[src/design/obb_pkg.sv]
`default_nettype none
// ----------------------------------------------------------------------------
// obb_pkg
// Shared constants for the oriented box face axis overlap test.
// ----------------------------------------------------------------------------
package obb_pkg;

   localparam int FRAC_BITS_DEF = 16;
   localparam int WORD_BITS_DEF = 32;
   localparam int IN_BITS       = 32;
   localparam int NUM_SLOTS     = 10;
   localparam int NUM_AXES      = 6;
   localparam int SLOT_BITS     = 4;
   localparam int AXIS_BITS     = 3;

   localparam logic [SLOT_BITS-1:0] SLOT_CENTER_A = 4'd0;
   localparam logic [SLOT_BITS-1:0] SLOT_CENTER_B = 4'd5;
   localparam logic [SLOT_BITS-1:0] SLOT_AXIS_A   = 4'd1;
   localparam logic [SLOT_BITS-1:0] SLOT_EXT_A    = 4'd4;
   localparam logic [SLOT_BITS-1:0] SLOT_AXIS_B   = 4'd6;
   localparam logic [SLOT_BITS-1:0] SLOT_EXT_B    = 4'd9;

endpackage

`default_nettype wire

[src/design/obb_row_store.sv]
`default_nettype none
// ----------------------------------------------------------------------------
// obb_row_store
// Ten-row vector store with one write port, two registered read ports and
// a valid bit per row so that unwritten rows read as zero.
// ----------------------------------------------------------------------------
module obb_row_store #(
   parameter int WORD_BITS = obb_pkg::WORD_BITS_DEF
) (
   input  wire                           clock,
   input  wire                           reset,
   input  wire                           wr_en,
   input  wire [obb_pkg::SLOT_BITS-1:0]  wr_addr,
   input  wire [3*WORD_BITS-1:0]         wr_data,
   input  wire [obb_pkg::SLOT_BITS-1:0]  rd_addr_a,
   input  wire [obb_pkg::SLOT_BITS-1:0]  rd_addr_b,
   output logic [3*WORD_BITS-1:0]        rd_data_a,
   output logic [3*WORD_BITS-1:0]        rd_data_b
);

   logic [3*WORD_BITS-1:0]         mem [obb_pkg::NUM_SLOTS];
   logic [obb_pkg::NUM_SLOTS-1:0]  valid_ff;
   logic [3*WORD_BITS-1:0]         rd_a_ff;
   logic [3*WORD_BITS-1:0]         rd_b_ff;

   always_ff @(posedge clock) begin
      if (wr_en) begin
         mem[wr_addr] <= wr_data;
      end
      rd_a_ff <= valid_ff[rd_addr_a] ? mem[rd_addr_a] : '0;
      rd_b_ff <= valid_ff[rd_addr_b] ? mem[rd_addr_b] : '0;
   end

   always_ff @(posedge clock) begin
      if (reset) begin
         valid_ff <= '0;
      end else if (wr_en) begin
         valid_ff[wr_addr] <= 1'b1;
      end
   end

   assign rd_data_a = rd_a_ff;
   assign rd_data_b = rd_b_ff;

endmodule

`default_nettype wire

[config.mk]
export PLATFORM = sky130hd
export DESIGN_NAME = obb_row_store
export DESIGN_NICKNAME = d
export VERILOG_FILES = /design/src/design/obb_pkg.sv /design/src/design/obb_row_store.sv
export SDC_FILE = /design/constraint.sdc
export NUM_CORES = 1
export LEC_CHECK = 0
export BUFFER_PORTS_ARGS = -buffer_cell sky130_fd_sc_hd__buf_2
export CORE_ASPECT_RATIO = 0.5
export CORE_MARGIN = 2
export CORE_UTILIZATION = 45
export DETAILED_ROUTE_END_ITERATION = 12
export GPL_TIMING_DRIVEN = 0
export PLACE_DENSITY_LB_ADDON = 0.08
export SLEW_MARGIN = 10
export SYNTH_ARGS = -nofsm -noshare
export SYNTH_HDL_FRONTEND = slang
export SYNTH_SLANG_ARGS = --single-unit
[constraint.sdc]
create_clock -name clock -period 30.3 [get_ports clock]
set_input_delay 9.09 -clock clock [delete_from_list [all_inputs] [get_ports clock]]
set_output_delay 9.09 -clock clock [all_outputs]
set_load 0.01 [all_outputs]
==> results.cfg <==
[clocking]
hold_buffers = 0
insertion_delay_ns = 0.71
clockBufferDepth = 3
post_cts_buffers = 0
tritoncts = done
htree_levels = 3
clkSinkCount = 1162
ctsResizeCount = 0
clk_pin_slew_ns = 0.06
cts_inserted_buffers = 105
root_buffer = clkbuf_16

[setup_path]
path_delay_family = buffers and inverters
cp_num_buf_inv = 4
worst-setup-path-type = primary input to register
worstSetupEndpointType = register
critPathMaxStageDelay_ns = 0.92
crit_slowest_cell = buf_1
path_cells = buf_2 -> clkbuf_1 -> buf_1 -> clkbuf_1 -> a211oi_1 -> a211oi_1
reg2reg_from = valid_ff[7]
arrival_ns = 12.45
required_ns = 30.85
critPathLaunchType = primary input
timing.critical_path.from = rd_addr_b[2]
cp_max_fo = 10

[die]
dieArea_um2 = 110700
num_rows = 85
boundaryPins = 303
coreArea_um2 = 107300
start_util_pct = 45.27
die_h_um = 236.3
die_w_um = 468.6

[logic_synthesis]
ys_seq_area_share_pct = 67.67
synthArstFlopShare_pct = 0
yosysUniqueCellTypes = 26
synth_warnings = 0
synth.cell_area_um2 = 48580
synth_edf_count = 960
ys.flop_type = edfxtp_1
synth_seq_cells = 1162
syn_inst = 2363
syn-num-nets = 2474
synth_area_per_cell_um2 = 20.56

[run_status]
status = finished clean

[drt]
first_iter_violations = 3446
first_pass_iters = 5
routed_wl_um = 151300
dr_total_vias = 27310
drc_errors = 0
avgRoutedWirePerCell_um = 34.56
ant_nets = 0
avgViaCountPerCell = 6.238

[timing]
rsz0062_at_grt = false
slew_viol_final = 0
hold_viol = 0
setup_violations = 0
timing_worst_slew_pin_value_ns = 1.314
setup_tns_ns = 0
max_freq_mhz = 84.07
timing.final.crit_period_ns = 11.89
max_slew_margin_pct = 12.38
skew_ns = 0.02120
period_share_pct = 39.26

[power_and_ir_drop]
ir_drop_v = 0.00004956
powerDensity_nw_per_um2 = 60.74
p_leak_nw = 18.99

[final_layout]
design_area_um2 = 56810
final_nets = 2953
utilization_pct = 52.94
drive_above_1_share_pct = 38.12
nFillCells = 8423
area_delta_synth_final_pct = 16.95

[hold_path]
hp-class = register to register
holdCritStartpoint = valid_ff[6]

[global_routing]
grt_max_degree = 37
grt-ovfl-total = 0
grt_antenna_before_repair = 23
grtUsageTotal_pct = 27.58
grt_pass1_wl_um = 210700
grt_pass1_vias = 27700

[run]
max_cap_viol_count = 0

[place]
dp_hpwl_um = 103000
gp_congestion = 0.8236
placed_cell_area_um2 = 53200
io_buffer_count = 294
## metal layers
| metal | vias to the layer above | global-route usage (%) | share of wire [%] |
|---|---|---|---|
| met4 | 10 | 7.600 | 2.7 |
| met5 | - | 0 | 0.043 |
| met2 | 1390 | 42.45 | 47 |
| met3 | 237 | 5.855 | 9.1 |
| li1 | 10980 | - | - |
| met1 | 14700 | 40.03 | 41 |
## metrics by stage
step | cells | setup slack (ns) | hold WS (ns) | power, mW
5_1_grt | 4372 | 18.41 | 0.5234 | 3.552
3_3_place_gp | 4092 | 3.487 | 0.4664 | 2.097
2_1_floorplan | 2363 | 13.48 | 0.4515 | 1.976
3_5_place_dp | 4170 | 17.78 | 0.4791 | 2.099
4_1_cts | 4368 | 18.49 | 0.4938 | 3.471
6_report | 4378 | 18.41 | 0.4930 | 3.451
## path summary, 6_finish.rpt
check	depth (start not counted)	slack, ns	end
setup reg to reg	6	27.20	rd_data_b[94]
hold reg to reg	2	0.49	valid_ff[6]
setup / recovery	6	18.41	rd_data_b[88]
hold / removal	2	0.49	valid_ff[6]
## where the power goes
part	leakage (nW)	switching, mW	total [mW]	internal, mW
logic	6.92	0.162	0.282	0.120
clock network	1.75	0.605	1.39	0.783
registers	10.3	0.0157	1.78	1.77
total	19.0	0.782	3.45	2.67
## placed cells by master (no fill, tap or decap), types with 3 or more instances in the layout
master / instances
clkbuf_8: 15
buf_4: 29
buf_12: 28
diode_2: 10
nor2_1: 22
nor2_4: 6
buf_16: 15
dfxtp_1: 202
edfxtp_1: 960
mux4_2: 482
clkbuf_1: 101
buf_2: 344
mux2i_1: 100
a211oi_1: 192
bufinv_16: 9
inv_6: 3
clkinvlp_4: 7
clkinv_2: 18
nor2b_1: 194
clkbuf_16: 111
buf_1: 16
buf_6: 35
clkinv_1: 15
clkbuf_2: 5
## worst register-to-register path, delay by kind of cell (launching register included)
| kind | cells | cell delay (ns) |
|---|---|---|
| compound gates | 3 | 1.02 |
| buf+inv | 2 | 1.08 |
| flops | 1 | 0.32 |
| mux | 1 | 0.46 |
## cells in the mapped netlist, drive strengths merged (28+ instances only)
library cell | instances | area share (%)
edfxtp | 960 | 59
mux4 | 482 | 22
dfxtp | 202 | 8.3
nor2b | 195 | 2.5
a211oi | 192 | 3.0
mux2i | 100 | 2.1
buf | 99 | 1.3
clkbuf | 86 | 0.66
nor2 | 28 | 0.22
## kinds of logic (layout without fill, tap and decap cells)
kind of cell | after synthesis | count (layout) | synth area share (%)
mux | 584 | 584 | 24.45
simple gates | 232 | 232 | 2.849
compound gates | 198 | 198 | 3.076
buf+inv | 187 | 757 | 1.950
other cells | 0 | 10 | 0
flops | 1162 | 1162 | 67.67
## flip-flops by register name (all words and copies together) (netlist names)
signal / flops
mem: 960
rd_data_a: 96
rd_data_b: 96
valid_ff: 10
## area by class of cell
| cell class | count | area [µm²] | area share, % |
|---|---|---|---|
| Sequential cell | 1162 | 32870 | 57.86 |
| Multi-Input combinational cell | 1014 | 14820 | 26.09 |
| Clock buffer | 142 | 3044 | 5.359 |
| Timing Repair Buffer | 372 | 2764 | 4.865 |
| Tap cell | 1435 | 1795 | 3.161 |
| Buffer | 185 | 947.2 | 1.667 |
| Clock inverter | 56 | 533.0 | 0.9382 |
| Antenna cell | 10 | 25.02 | 0.04405 |
| Inverter | 2 | 7.507 | 0.01321 |
No activity file was read; power rests on OpenSTA's default activity.
