## config.mk

```make
export PLATFORM = sky130hd
export DESIGN_NAME = obb_fx_mul
export DESIGN_NICKNAME = d
export VERILOG_FILES = /design/src/design/obb_pkg.sv /design/src/design/obb_fx_mul.sv
export SDC_FILE = /design/constraint.sdc
export NUM_CORES = 2
export LEC_CHECK = 0
export ABC_AREA = 1
export BUFFER_PORTS_ARGS = -buffer_cell sky130_fd_sc_hd__buf_2
export CAP_MARGIN = 40
export CORE_ASPECT_RATIO = 1.4
export CORE_MARGIN = 2
export CORE_UTILIZATION = 30
export CTS_BUF_LIST = sky130_fd_sc_hd__clkbuf_8
export CTS_CLUSTER_DIAMETER = 120
export CTS_CLUSTER_SIZE = 14
export DETAILED_ROUTE_END_ITERATION = 12
export HOLD_SLACK_MARGIN = 0.08
export PLACE_DENSITY = 0.57
export SETUP_SLACK_MARGIN = 0.02
export SLEW_MARGIN = 5
export SYNTH_ARGS = -nofsm -noshare
export SYNTH_HDL_FRONTEND = slang
export SYNTH_SLANG_ARGS = --single-unit
```

## constraint.sdc

```tcl
create_clock -name clock -period 10.3 [get_ports clock]
set_input_delay 1.545 -clock clock [delete_from_list [all_inputs] [get_ports clock]]
set_output_delay 1.545 -clock clock [all_outputs]
set_load 0.005 [all_outputs]
```

## src/design/obb_pkg.sv

```systemverilog
`default_nettype none
// ----------------------------------------------------------------------------
// obb_pkg
// Shared constants for the oriented box face axis overlap test.
// ----------------------------------------------------------------------------
package obb_pkg;

   localparam int FRAC_BITS_DEF = 16;
   localparam int WORD_BITS_DEF = 32;
   localparam int IN_BITS       = 32;
   localparam int NUM_SLOTS     = 10;
   localparam int NUM_AXES      = 6;
   localparam int SLOT_BITS     = 4;
   localparam int AXIS_BITS     = 3;

   localparam logic [SLOT_BITS-1:0] SLOT_CENTER_A = 4'd0;
   localparam logic [SLOT_BITS-1:0] SLOT_CENTER_B = 4'd5;
   localparam logic [SLOT_BITS-1:0] SLOT_AXIS_A   = 4'd1;
   localparam logic [SLOT_BITS-1:0] SLOT_EXT_A    = 4'd4;
   localparam logic [SLOT_BITS-1:0] SLOT_AXIS_B   = 4'd6;
   localparam logic [SLOT_BITS-1:0] SLOT_EXT_B    = 4'd9;

endpackage

`default_nettype wire

```

## src/design/obb_fx_mul.sv

```systemverilog
`default_nettype none
// ----------------------------------------------------------------------------
// obb_fx_mul
// Shared fixed-point multiplier. The exact magnitude product is registered,
// then rounded half away from zero, scaled and saturated to the word range.
// ----------------------------------------------------------------------------
module obb_fx_mul #(
   parameter int WORD_BITS = obb_pkg::WORD_BITS_DEF,
   parameter int FRAC_BITS = obb_pkg::FRAC_BITS_DEF
) (
   input  wire                          clock,
   input  wire signed [WORD_BITS-1:0]   op_a,
   input  wire signed [WORD_BITS-1:0]   op_b,
   output logic signed [WORD_BITS-1:0]  result
);

   localparam int PW = 2 * WORD_BITS + 1;

   logic [WORD_BITS-1:0]    mag_a;
   logic [WORD_BITS-1:0]    mag_b;
   logic [2*WORD_BITS-1:0]  prod_ff;
   logic                    neg_ff;
   logic [PW-1:0]           rounded;
   logic [PW-1:0]           limit;
   logic [PW-1:0]           clamped;

   assign mag_a = op_a[WORD_BITS-1] ? WORD_BITS'(-op_a) : WORD_BITS'(op_a);
   assign mag_b = op_b[WORD_BITS-1] ? WORD_BITS'(-op_b) : WORD_BITS'(op_b);

   always_ff @(posedge clock) begin
      prod_ff <= (2*WORD_BITS)'(mag_a) * (2*WORD_BITS)'(mag_b);
      neg_ff  <= op_a[WORD_BITS-1] ^ op_b[WORD_BITS-1];
   end

   always_comb begin
      rounded = ({1'b0, prod_ff} + (PW'(1) << (FRAC_BITS - 1))) >> FRAC_BITS;
      limit   = neg_ff ? (PW'(1) << (WORD_BITS - 1))
                       : ((PW'(1) << (WORD_BITS - 1)) - PW'(1));
      clamped = (rounded > limit) ? limit : rounded;
      result  = neg_ff ? -signed'(clamped[WORD_BITS-1:0])
                       : signed'(clamped[WORD_BITS-1:0]);
   end

endmodule

`default_nettype wire

```

==> impl_metrics.json <==
{
  "status": "finished clean",
  "arrival_ps": 10000,
  "fmaxAchievable_ghz": 0.1021,
  "vias_per_cell": 4.787,
  "hold_depth": 4,
  "num_vias": 34501,
  "cts_hold_buf": 0,
  "async_flop_share_pct": 0,
  "ys_ff_latch": 50,
  "ys_seq_area_share_pct": 2.555,
  "synth_nets": 6403,
  "critical_path.max_fanout": 6,
  "die_area_sq_um": 133500,
  "synthToLayoutAreaGrowth_pct": 14.08,
  "core_sq_um": 129400,
  "dp.final_hpwl_microns": 128400,
  "cp_slowest_cell": "fa_1",
  "final-max-slew-violation-count": 0,
  "cp_common_cell": "inv_1",
  "netlist_instances": 5147,
  "cts_htree_levels": 2,
  "wirelength_microns": 144700,
  "fin_crit_sh_pct": 95.08,
  "cp.required_ps": 10510,
  "portBuffers": 96,
  "grt_max_degree": 60,
  "final-setup-viol-count": 0,
  "worst_pin_slew_ps": 862.3,
  "drt_iter0_drc": 2126,
  "hold_path_startpoint": "op_a[31]",
  "postRouteAntennaNets": 0,
  "register_area_sq_um": 1002,
  "grt_setup_unrepaired": "true",
  "clkSinkCount": 50,
  "gp_congestion": 0.9638,
  "startpoint_type": "input port",
  "first_pass_iters": 6,
  "maxCapViolations": 0,
  "rows": 156,
  "initial_utilization_pct": 30.27,
  "cpPeakStageDelay_ps": 610,
  "synth_area_sq_um": 39180,
  "post_layout_nonfiller_instances": 7207,
  "endpoint_kind": "flip-flop",
  "multiInputGateArea_sq_um": 32770,
  "grt_pass1_wl_microns": 222100,
  "hold_viol_final": 0,
  "cts-root-buf": "clkbuf_8",
  "hold_ws_ps": 2017,
  "layout-drive-gt1-share_pct": 11.74,
  "die_h_microns": 431.6,
  "nets": 6723,
  "clock_path_buffers": 2,
  "fillers": 13859,
  "max_slew_margin_pct": 42.10,
  "track_usage_pct": 22.22,
  "synth_cell_type_count": 57,
  "yosysWarnings": 0,
  "cts_tree": "yes",
  "cts-buffers-inserted": 5,
  "io_pins": 97,
  "hp-class": "input port to flip-flop",
  "final.min_clock_period_ps": 9793,
  "grt_pass1_vias": 37677,
  "chipWidth_microns": 309.4,
  "wl_per_cell_microns": 20.07,
  "utilization_pct": 34.54,
  "drc": 0,
  "synth_edf_count": 0,
  "crit_type": "input port to flip-flop",
  "antenna_found_initial": 1,
  "dpl.cell_count": 7191,
  "grt_overflow_total": 0,
  "syn_avg_cell_area_sq_um": 7.612,
  "min_to": "neg_ff",
  "synthFlopType": "dfxtp_1",
  "path_clk_slew_ps": 100
}
==> worst max-delay path by stage <==
stage / cells past startpoint / endpoint / startpoint / slack, ps
after global placement: 38 / prod_ff[50] / op_a[1] / -20
final: 38 / prod_ff[58] / op_a[0] / 510
after CTS: 38 / prod_ff[50] / op_a[0] / 160
after detailed placement: 41 / prod_ff[50] / op_a[0] / -130
after global routing: 36 / prod_ff[58] / op_a[0] / 2
after floorplan: 37 / prod_ff[61] / op_a[0] / 210
==> logic make-up (layout without fill, tap and decap cells) <==
logic type / after synthesis / count (layout) / share of synthesized area (%)
flops: 50 / 50 / 2.555
compound gates: 292 / 292 / 4.251
mux: 1 / 1 / 0.02874
buf+inv: 1469 / 1790 / 14.31
simple gates: 2031 / 2031 / 21.14
fa+ha+maj: 1191 / 1191 / 55.19
xor+xnor: 113 / 113 / 2.526
other cells: 0 / 1 / 0
==> routing by layer <==
layer	track usage [%]	routed length, microns
met5	0	0
met4	17.52	14210
met3	1.673	6128
met2	39.58	71480
met1	24.28	52870
==> layout by cell type (no fill, tap or decap), types with 49 or more instances in the layout <==
cell | synthesis | layout
a21oi_1 | 120 | 109
nor2_1 | 743 | 732
buf_2 | 26 | 96
xor2_1 | 82 | 75
o21ai_0 | 95 | 86
fa_1 | 895 | 893
ha_1 | 296 | 295
inv_1 | 1267 | 1266
nand2_1 | 1025 | 1023
dfxtp_1 | 50 | 49
nand3_1 | 92 | 91
buf_4 | 4 | 362
==> cell usage after synthesis (all sizes together), types with 16 or more instances <==
master  number  share of area, %
inv       1280                12
buf         44              0.66
nand3b      16              0.31
o21ai      109               1.4
nand3      108               1.6
dfxtp       50               2.6
clkbuf     130               1.2
nand4       30              0.48
xor2        82               1.8
xnor2       31              0.69
nor3        37              0.57
a21oi      123               1.6
nand2     1040                10
or2         19              0.30
ha         296               9.5
fa         895                46
nor2       763               7.5
==> critical path, delay by kind of cell <==
kind / cells / cell delay (ps)
adders and majority gates: 9 / 4300
and+or+nand+nor: 13 / 1600
buffers and inverters: 10 / 1260
xor gates and xnor gates: 1 / 140
AOI/OAI and AO/OA: 5 / 1150
==> state kept, by name, summed over array words and instances (netlist names) <==
name,count
prod_ff,49
neg_ff,1
==> layout make-up <==
| cell class | count | share of cell area, % |
|---|---|---|
| clock buffer | 5 | 0.1540 |
| multi-input combinational | 3628 | 73.33 |
| tap | 1738 | 4.865 |
| clock inverter | 3 | 0.09238 |
| timing repair buffer | 487 | 8.435 |
| sequential | 50 | 2.242 |
| antenna | 1 | 0.005599 |
| inverter | 1295 | 10.88 |
==> metrics by stage <==
stage                     TNS (ps)  area (sq um)  worst slack, ps
after CTS                        0         44480            159.5
after global routing             0         44690            2.122
after detailed placement    -239.4         44370           -129.1
final                            0         44690            507.1
after floorplan                  0         39180            211.1
after global placement      -18.24         44360           -18.02
==> timing repair <==
item | CTS | global route
endpoints found under the setup margin | 0 | 30
gates resized for setup | 0 | 50
buffers inserted | 0 | 7
Power is left out: the tool's default activity adds up to more than one toggle a clock period on the data nets, which glitch-free logic cannot reach.
